[config.mk]
export PLATFORM = sky130hd
export DESIGN_NAME = sorted_top_k_insert_top_flat
export DESIGN_NICKNAME = d
export VERILOG_FILES = /design/src/rtl/stki_pkg.sv /design/src/rtl/stki_offer_if.sv /design/src/rtl/stki_result_if.sv /design/src/rtl/sorted_top_k_insert_top.sv /design/src/rtl/stki_cell.sv /design/src/flat_wrapper.sv
export SDC_FILE = /design/constraint.sdc
export NUM_CORES = 1
export LEC_CHECK = 0
export BUFFER_PORTS_ARGS = -buffer_cell sky130_fd_sc_hd__clkbuf_2
export CAP_MARGIN = 10
export CORE_MARGIN = 5
export CORE_UTILIZATION = 56
export DETAILED_ROUTE_END_ITERATION = 8
export MAX_ROUTING_LAYER = met4
export PLACE_DENSITY_LB_ADDON = 0.08
export SLEW_MARGIN = 20
export SYNTH_ARGS = -nofsm -noshare
export SYNTH_HDL_FRONTEND = slang
export SYNTH_SLANG_ARGS = --single-unit
export TNS_END_PERCENT = 1
[constraint.sdc]
create_clock -name clk_i -period 6.9 [get_ports clk_i]
set_clock_uncertainty 0.1 [all_clocks]
set_input_delay 1.725 -clock clk_i [delete_from_list [all_inputs] [get_ports clk_i]]
set_output_delay 1.725 -clock clk_i [all_outputs]
set_load 0.005 [all_outputs]
[src/rtl/stki_pkg.sv]
`default_nettype none
package stki_pkg;

  localparam int unsigned DepthDef  = 16;
  localparam int unsigned ScoreW    = 32;
  localparam int unsigned TagW      = 16;
  localparam int unsigned RankW     = 4;
  localparam int unsigned HeldW     = 5;
  localparam int unsigned CapW      = 5;
  localparam logic [CapW-1:0] CapReset = CapW'(16);

  typedef struct packed {
    logic [ScoreW-1:0] score;
    logic [TagW-1:0]   tag;
  } entry_t;

  // offered item broadcast to every cell
  typedef struct packed {
    entry_t item;
    logic   upd;
  } offer_t;

endpackage
`default_nettype wire

[src/rtl/stki_offer_if.sv]
`default_nettype none
interface stki_offer_if;
  logic                          valid;
  logic                          ready;
  logic [stki_pkg::ScoreW-1:0]   new_score;
  logic [stki_pkg::TagW-1:0]     new_tag;

  modport source (output valid, output new_score, output new_tag, input ready);
  modport sink   (input valid, input new_score, input new_tag, output ready);
endinterface
`default_nettype wire

[src/rtl/stki_result_if.sv]
`default_nettype none
interface stki_result_if;
  logic                         valid;
  logic                         ready;
  logic                         placed;
  logic [stki_pkg::RankW-1:0]   rank;
  logic [stki_pkg::HeldW-1:0]   entries_held;

  modport source (output valid, output placed, output rank, output entries_held, input ready);
  modport sink   (input valid, input placed, input rank, input entries_held, output ready);
endinterface
`default_nettype wire

[src/rtl/sorted_top_k_insert_top.sv]
// Sorted top-k table: holds up to capacity entries (32-bit score, 16-bit tag)
// in descending score order, ties kept in arrival order. Each offered item is
// compared against every held entry at once by a row of DEPTH cells; on
// insertion each cell below the insertion point takes its left neighbor's
// entry in the same cycle, and the last one drops out when the table is full.
// One item is accepted per clock; its result (placed, rank, entries_held)
// appears in the output register on the following cycle, and the input is
// held off only while that result is waiting to be taken. Offers whose place
// falls at or past capacity, or that arrive while capacity is zero or below
// the entry count, are rejected with rank 0. Capacity above DEPTH acts as
// DEPTH. Write capacity only while no item is in flight.
`default_nettype none
module sorted_top_k_insert_top #(
  parameter int unsigned DEPTH = stki_pkg::DepthDef
) (
  input  wire logic                      clk_i,
  input  wire logic                      rst_ni,
  input  wire logic                      cfg_we_i,
  input  wire logic [stki_pkg::CapW-1:0] cfg_wdata_i,
  stki_offer_if.sink                     offer_i,
  stki_result_if.source                  result_o
);

  localparam int unsigned CW = $clog2(DEPTH + 1);

  logic [stki_pkg::CapW-1:0] cap_q;
  logic [CW-1:0]             cnt_q, cnt_d;
  logic [CW-1:0]             cap_eff;
  logic [CW-1:0]             pos;
  logic                      accept, placed;

  logic                      out_valid_q;
  logic                      out_placed_q;
  logic [stki_pkg::RankW-1:0] out_rank_q;
  logic [stki_pkg::HeldW-1:0] out_held_q;

  stki_pkg::offer_t          offer;
  logic [DEPTH:0]            ge_chain;
  logic [DEPTH-1:0]          here;
  stki_pkg::entry_t          entry_chain [DEPTH+1];

  assign offer_i.ready = !out_valid_q || result_o.ready;
  assign accept        = offer_i.valid && offer_i.ready;

  assign cap_eff = (32'(cap_q) > 32'(DEPTH)) ? CW'(DEPTH) : CW'(cap_q);

  always_comb begin
    pos = '0;
    for (int i = 0; i < DEPTH; i++) begin
      pos |= here[i] ? CW'(i) : '0;
    end
    if (!(|here)) begin
      pos = CW'(DEPTH);
    end
  end

  assign placed = (cap_eff != '0) && (cnt_q <= cap_eff) && (pos < cap_eff);
  assign cnt_d  = (cnt_q < cap_eff) ? cnt_q + CW'(1) : cnt_q;

  assign offer.item.score = offer_i.new_score;
  assign offer.item.tag   = offer_i.new_tag;
  assign offer.upd        = accept && placed;

  // cell 0 sees the offered entry as its left neighbor
  assign ge_chain[0]    = 1'b1;
  assign entry_chain[0] = offer.item;

  for (genvar i = 0; i < DEPTH; i++) begin : g_cell
    stki_cell u_cell (
      .clk_i        (clk_i),
      .cell_valid_i (CW'(i) < cnt_q),
      .offer_i      (offer),
      .left_ge_i    (ge_chain[i]),
      .left_entry_i (entry_chain[i]),
      .ge_o         (ge_chain[i+1]),
      .here_o       (here[i]),
      .entry_o      (entry_chain[i+1])
    );
  end

  always_ff @(posedge clk_i or negedge rst_ni) begin
    if (!rst_ni) begin
      cap_q       <= stki_pkg::CapReset;
      cnt_q       <= '0;
      out_valid_q <= 1'b0;
    end else begin
      if (cfg_we_i) begin
        cap_q <= cfg_wdata_i;
      end
      if (accept) begin
        out_valid_q <= 1'b1;
        if (placed) begin
          cnt_q <= cnt_d;
        end
      end else if (result_o.ready) begin
        out_valid_q <= 1'b0;
      end
    end
  end

  always_ff @(posedge clk_i) begin
    if (accept) begin
      out_placed_q <= placed;
      out_rank_q   <= placed ? stki_pkg::RankW'(pos) : '0;
      out_held_q   <= placed ? stki_pkg::HeldW'(cnt_d) : stki_pkg::HeldW'(cnt_q);
    end
  end

  assign result_o.valid        = out_valid_q;
  assign result_o.placed       = out_placed_q;
  assign result_o.rank         = out_rank_q;
  assign result_o.entries_held = out_held_q;

endmodule
`default_nettype wire

[src/rtl/stki_cell.sv]
`default_nettype none
module stki_cell (
  input  wire logic             clk_i,
  input  wire logic             cell_valid_i,
  input  wire stki_pkg::offer_t offer_i,
  input  wire logic             left_ge_i,
  input  wire stki_pkg::entry_t left_entry_i,
  output logic                  ge_o,
  output logic                  here_o,
  output stki_pkg::entry_t      entry_o
);

  stki_pkg::entry_t entry_q, entry_d;

  // held entry ranks at or above the offered one
  assign ge_o    = cell_valid_i && (entry_q.score >= offer_i.item.score);
  assign here_o  = !ge_o && left_ge_i;
  assign entry_o = entry_q;

  always_comb begin
    entry_d = entry_q;
    if (offer_i.upd && !ge_o) begin
      if (left_ge_i) begin
        entry_d = offer_i.item;
      end else begin
        entry_d = left_entry_i;
      end
    end
  end

  always_ff @(posedge clk_i) begin
    entry_q <= entry_d;
  end

endmodule
`default_nettype wire

[src/flat_wrapper.sv]
// flat-port wrapper written by rule: the top's interface ports become plain ports
module sorted_top_k_insert_top_flat 
#(
  parameter int unsigned DEPTH = stki_pkg::DepthDef
)
  (clk_i, rst_ni, cfg_we_i, cfg_wdata_i, offer_i_valid, offer_i_new_score, offer_i_new_tag, offer_i_ready, result_o_valid, result_o_placed, result_o_rank, result_o_entries_held, result_o_ready);
  stki_offer_if offer_i_i ();
  stki_result_if result_o_i ();
  input  wire logic clk_i;
  input  wire logic rst_ni;
  input  wire logic cfg_we_i;
  input  wire logic [stki_pkg::CapW-1:0] cfg_wdata_i;
  input wire logic [$bits(offer_i_i.valid)-1:0] offer_i_valid;
  input wire logic [$bits(offer_i_i.new_score)-1:0] offer_i_new_score;
  input wire logic [$bits(offer_i_i.new_tag)-1:0] offer_i_new_tag;
  output wire logic [$bits(offer_i_i.ready)-1:0] offer_i_ready;
  output wire logic [$bits(result_o_i.valid)-1:0] result_o_valid;
  output wire logic [$bits(result_o_i.placed)-1:0] result_o_placed;
  output wire logic [$bits(result_o_i.rank)-1:0] result_o_rank;
  output wire logic [$bits(result_o_i.entries_held)-1:0] result_o_entries_held;
  input wire logic [$bits(result_o_i.ready)-1:0] result_o_ready;
  assign offer_i_i.valid = offer_i_valid;
  assign offer_i_i.new_score = offer_i_new_score;
  assign offer_i_i.new_tag = offer_i_new_tag;
  assign offer_i_ready = offer_i_i.ready;
  assign result_o_valid = result_o_i.valid;
  assign result_o_placed = result_o_i.placed;
  assign result_o_rank = result_o_i.rank;
  assign result_o_entries_held = result_o_i.entries_held;
  assign result_o_i.ready = result_o_ready;
  sorted_top_k_insert_top #(.DEPTH(DEPTH)) u_core (.clk_i(clk_i), .rst_ni(rst_ni), .cfg_we_i(cfg_we_i), .cfg_wdata_i(cfg_wdata_i), .offer_i(offer_i_i), .result_o(result_o_i));
endmodule
==> results of run 1 <==
==> cell usage in the layout, fill, tap and decap left out, types with 43 or more instances in the layout <==
master and instances:
nand2_1 538, ha_1 522, edfxtp_1 522, o21ai_0 482, a21oi_1 180, buf_4 155
mux2_2 80, inv_1 67, clkbuf_16 61, nand4_1 56, nor2_1 53, clkbuf_2 53
nand3_1 49, a21o_1 43, buf_12 43
==> stage by stage <==
step	worst slack, ns	hold WS (ns)	util (%)
after floorplan	0.000856	0.396	-
after global placement	0.0181	0.410	61.9
after detailed placement	-0.0639	0.428	61.9
after CTS	0.537	0.442	64.8
after global routing	0.298	0.478	64.8
final	0.492	0.439	64.8
==> worst max-delay path, cell delays in order <==
cell and delay, ns:
clkbuf_2 0.10, inv_1 0.16, buf_12 0.21, ha_1 0.28
nand4_1 0.13, a2111oi_0 0.69, buf_4 0.22, or4_1 0.24
a21oi_4 0.10, nand2_1 0.09, o21ai_0 0.25, nand4_1 0.22
nor4_1 0.07, buf_4 0.15, ha_1 0.19, a21oi_1 0.17
and2_1 0.19, o2111ai_1 0.11, o41a_1 0.39, or2_4 0.29
buf_12 0.17, nor3_4 0.20, buf_12 0.23
==> cell type report <==
class / instances / share of cell area, %
multi-input combinational: 2297 / 43.7
sequential: 533 / 42.5
timing repair buffer: 251 / 6.10
clock buffer: 69 / 4.15
tap: 765 / 2.55
inverter: 68 / 0.680
clock inverter: 28 / 0.324
==> cell families (layout without fill, tap and decap cells) <==
family / count (synthesis) / count (layout)
xor+xnor: 8 / 8
flops: 533 / 533
fa+ha+maj: 522 / 522
buf+inv: 206 / 416
simple gates: 843 / 843
mux: 81 / 81
compound gates: 843 / 843
==> power groups by stage <==
| stage | registers (mW) | logic (mW) | clock network, mW |
|---|---|---|---|
| floorplan | 5.96 | 4.36 | 0 |
| CTS | 6.08 | 6.37 | 2.88 |
| global route | 6.21 | 7.22 | 3.01 |
| global placement | 6.07 | 5.98 | 0 |
| detailed placement | 6.14 | 6.32 | 0 |
| finish | 6.10 | 6.32 | 2.81 |
==> sequential cells by signal (all words and copies together), names as in the netlist <==
name and count:
u_core.result_o.placed 1, u_core.cap_q 5, u_core.cnt_q 5, u_core.result_o.entries_held 5, u_core.result_o.valid 1, u_core.g_cell.u_cell.entry_o 512
u_core.result_o.rank 4
==> routing by layer <==
layer  GRT usage, %  up-vias  wire length [um]
met5              -        -                 0
met4           8.72        0              2810
met3           2.92      152              3000
met2           42.4      463             37800
met1           29.2    11395             31600
li1               -    11824                 -
==> path summary, 6_finish.rpt <==
path	from	end	slack, ns	depth (start not counted)
worst max-delay path	offer_i_new_score[8]	u_core.g_cell[15].u_cell.entry_o[22]	0.49	23
worst min-delay path	u_core.result_o.valid	u_core.result_o.valid	0.44	2
worst max register to register	u_core.g_cell[12].u_cell.entry_o[16]	u_core.g_cell[15].u_cell.entry_o[22]	1.49	21
worst min register to register	u_core.result_o.valid	u_core.result_o.valid	0.44	2
max in group asynchronous	rst_ni	u_core.cap_q[4]	5.54	1
min in group asynchronous	rst_ni	u_core.cap_q[1]	0.88	1
==> flow_metrics.tcl, run 1 <==
set metrics [dict create \
    slew_headroom_pct 32.4 \
    yosysUniqueCellTypes 67 \
    cts_buffers 58 \
    synth_top_family_by_area "adder cells" \
    finalSetupViolations 0 \
    grt_pass1_vias 24512 \
    synth_commonest_cells "538 x nand2_1, 522 x edfxtp_1, 522 x ha_1" \
    worstSetupPathType "in2reg" \
    critPathRequiredTime_ns 7.11 \
    viasPerCell 5.94 \
    core_sq_um 57900 \
    cts_root_buf "clkbuf_16" \
    die_y_um 252 \
    fillerInstances 4449 \
    final_design_area_no_fill_sq_um 37500 \
    p_sw_mw 5.61 \
    cts.reportedPaths.clkPinSlew_ns 0.06 \
    cts_hold_buf 0 \
    fp.dieW_um 252 \
    portBuffers 53 \
    grt.total_usage_pct 24.3 \
    pwr-share-comb_pct 41.5 \
    synth_xor_area_share_pct 0.213 \
    start_util_pct 56.7 \
    drt-wirelength-per-cell_um 18.8 \
    synth_ff_type "edfxtp_1" \
    regArea_sq_um 16000 \
    synth_fp_nets 3616 \
    yosys.area_share.simple_pct 11.6 \
    grt_pass1_wl_um 121000 \
    grt_max_degree 65 \
    synth.area.mux_share_pct 2.77 \
    synth-compound-area-share_pct 14.5 \
    multiInputGateArea_sq_um 16400 \
    synth_adder_area_share_pct 19.9 \
    area_delta_synth_final_pct 14.2 \
    synth_edf_count 522 \
    dpl_cell_area_sq_um 35800 \
    stdcell_count 4011 \
    timing.final.crit_period_ns 6.41 \
    wl_um 75200 \
    antenna_left 0 \
    vias 23834 \
    synth_warnings 0 \
    clk_latency_ns 0.63 \
    hold_viol_final 0 \
    cts_buffer_depth 3 \
    drtPass1Iterations 5 \
    netlist.top_cell.by_area "edfxtp_1" \
    die_area_sq_um 63600 \
    nets 3789 \
    gp_congestion 0.923 \
    syn_inst 3036 \
    fin_crit_sh_pct 92.9 \
    ys_async_sr_fraction_pct 2.06 \
    dp_hpwl_um 59600 \
    avgSynthCellArea_sq_um 10.8 \
    drtIter0Drc 1504 \
    synth_top_cell_area_share_pct 47.7 \
    yosysMostFrequentCell "nand2_1" \
    dp_cells 3914 \
    seq_area_frac_synth_pct 48.6 \
    switching_share_pct 36.8 \
    critPathArrivalTime_ns 6.62 \
    grt_overflow_total 0 \
    post_cts_resized 0 \
    num_io_pins 70 \
    p_total_mw 15.2 \
    finalSetupTns_ns 0 \
    yosys-top-cells-area "edfxtp_1 48%, ha_1 20%, o21ai_0 7.3%" \
    cts_max_level 2 \
    seq_power_share_pct 40.0 \
    clock.fmax_mhz 156 \
    post_cts_buffers 0 \
    startpoint_type "input port" \
    p_leak_nw 15.6 \
    diodes 0 \
    clkPwrFrac_pct 18.5 \
    tightest_slew_ns 1.01 \
    ir_drop_mv 0.366 \
    rows 88 \
    path_max_fanout 32 \
    antenna_found_initial 0 \
    synth_seq_cells 533 \
    route.detailed.drc 0 \
    tritoncts "yes" \
    p_per_area_nw_per_um2 406 \
    drv_slew 0 \
    hp-class "reg2reg" \
    p_int_mw 9.63 \
    end_kind "flop" \
    syn_area_sq_um 32800 \
    rsz0062_at_grt "no" \
    clock_sinks 533 \
    drive_gt1_share_pct 14.0 \
    status "finished clean" \
    drv_cap 0 \
]
Power figures use the tool's default switching activity.
==> run 2: changes to the inputs <==
Settings changed: CORE_MARGIN 5 to not set.
==> run 2 against run 1 <==
- worst setup slack improved by 0.057 ns
- flip-flop and latch count did not move
- clock-buffer cell count rose by 3
- fmax rose by 0.90%
- design area fell by 0.85%
- critical path depth fell by 5
- register-to-register slack improved by 0.11 ns
- combinational power fell by 2%
- die area fell by 6.2%
- wire length fell by 0.79%
- clock power rose by 4%
- critical endpoint is now u_core.g_cell[1].u_cell.entry_o[23]
- global-route usage rose by 1.7 points
==> flow_metrics.tcl, run 2 (synthesized netlist as in run 1, its figures left out) <==
set metrics [dict create \
    status "finished clean" \
    reg2reg_to "u_core.g_cell[1].u_cell.entry_o[23]" \
    met1_usage_pct 30.1 \
    layout_common_cells "538 x nand2_1, 522 x ha_1, 522 x edfxtp_1, 482 x o21ai_0, 180 x a21oi_1" \
    p_leak_nw 15.4 \
    post_cts_buffers 0 \
    finalSetupTns_ns 0 \
    gp_congestion 0.899 \
    cts_hold_buf 0 \
    drive_gt1_share_pct 12.5 \
    tritoncts "yes" \
    regArea_sq_um 16000 \
    final_common_cell "nand2_1" \
    wl_um 74600 \
    die_y_um 244 \
    cts_max_level 2 \
    num_io_pins 70 \
    area_delta_synth_final_pct 13.2 \
    antenna_found_initial 3 \
    holdPathStages 2 \
    use_met2_pct 45.6 \
    min_from "u_core.result_o.valid" \
    clk_latency_ns 0.61 \
    met3_usage_pct 2.79 \
    cts_root_buf "clkbuf_16" \
    drtIter0Drc 1276 \
    grt_pass1_vias 24200 \
    viasPerCell 5.97 \
    critPathArrivalTime_ns 6.55 \
    ir_drop_mv 0.387 \
    p_per_area_nw_per_um2 410 \
    reg2reg_depth 18 \
    reg2reg_from "u_core.g_cell[13].u_cell.entry_o[16]" \
    grt_max_degree 65 \
    timing.final.crit_period_ns 6.35 \
    multiInputGateArea_sq_um 16400 \
    grt.total_usage_pct 26.0 \
    end_kind "flop" \
    post_cts_resized 0 \
    worstHoldEndpoint "u_core.result_o.valid" \
    fin_ws_ns 0.549 \
    fin_crit_sh_pct 92.0 \
    rsz0062_at_grt "no" \
    fp.dieW_um 244 \
    fillerInstances 4392 \
    startpoint_type "input port" \
    clock_sinks 533 \
    clock.fmax_mhz 157 \
    nets 3740 \
    grt_pass1_wl_um 119000 \
    route.detailed.drc 0 \
    finalSetupViolations 0 \
    drtPass1Iterations 5 \
    drt-wirelength-per-cell_um 18.8 \
    portBuffers 53 \
    tightest_slew_ns 0.976 \
    cts_buffer_depth 3 \
    cts.reportedPaths.clkPinSlew_ns 0.06 \
    drv_cap 0 \
    slew_headroom_pct 34.6 \
    grt_overflow_total 0 \
    path_max_fanout 32 \
    rows 88 \
    largest_reg_flops 512 \
    antenna_left 0 \
    critPathRequiredTime_ns 7.10 \
    die_area_sq_um 59600 \
    dp_hpwl_um 58100 \
    r2r_slack_ns 1.60 \
    pre_cts_ws_ns -0.0973 \
    start_util_pct 56.8 \
    core_sq_um 57800 \
    drv_slew 0 \
    busiest_layer "met2" \
    vias 23718 \
    cts_buffers 59 \
    worstSetupPathType "in2reg" \
    hold_viol_final 0 \
    hp-class "reg2reg" \
]
## run 2: report_power, final
group	switching (mW)	internal [mW]
Clock	1.27	1.66
Combinational	3.74	2.47
Sequential	0.608	5.50
Total	5.62	9.64
## run 2: worst max-delay path: stages
cell	delay (ns)
clkbuf_2	0.25
buf_4	0.30
ha_1	0.27
nand2b_1	0.15
a2111oi_0	0.52
or4_1	0.22
o2111ai_1	0.23
a311oi_4	0.44
nand2b_1	0.24
nand4_1	0.22
nor4_1	0.44
ha_1	0.32
o21ai_0	0.14
o21ai_0	0.14
or2_4	0.30
buf_12	0.17
nor3_4	0.20
buf_12	0.22
## run 2: cell type report
type                    count  share of cell area, %
clock inverters            31                  0.491
diodes                      3                 0.0202
repair buffers            201                   5.08
flip-flops and latches    533                   42.9
inverters                  68                  0.686
clock buffers              72                   4.22
multi-input cells        2297                   44.0
well taps                 765                   2.57
## run 2: per-layer routing
metal	vias up	wire length, um
li1	11733	-
met1	11313	31200
met2	510	37400
met3	162	3060
met4	0	3020
met5	-	0
## run 2: worst max path at each step
stage,from,end,depth (start not counted)
global route,offer_i_new_score[3],u_core.g_cell[5].u_cell.entry_o[20],19
CTS,offer_i_new_score[0],u_core.g_cell[1].u_cell.entry_o[22],18
global placement,offer_i_new_score[0],u_core.g_cell[1].u_cell.entry_o[16],20
floorplan,offer_i_new_score[6],u_core.g_cell[10].u_cell.entry_o[16],21
finish,offer_i_new_score[0],u_core.g_cell[1].u_cell.entry_o[23],18
detailed placement,offer_i_new_score[0],u_core.g_cell[1].u_cell.entry_o[16],18
## run 2: through the flow
step	hold WS (ns)	utilization, %	power [mW]	instance area [sq um]	std cells
after floorplan	0.396	-	10.3	33000	3036
after global routing	0.467	64.3	16.4	37200	3970
after detailed placement	0.432	61.3	12.4	35400	3864
after CTS	0.445	64.3	15.3	37200	3967
final	0.441	64.3	15.3	37200	3970
after global placement	0.409	61.3	12.0	35400	3864
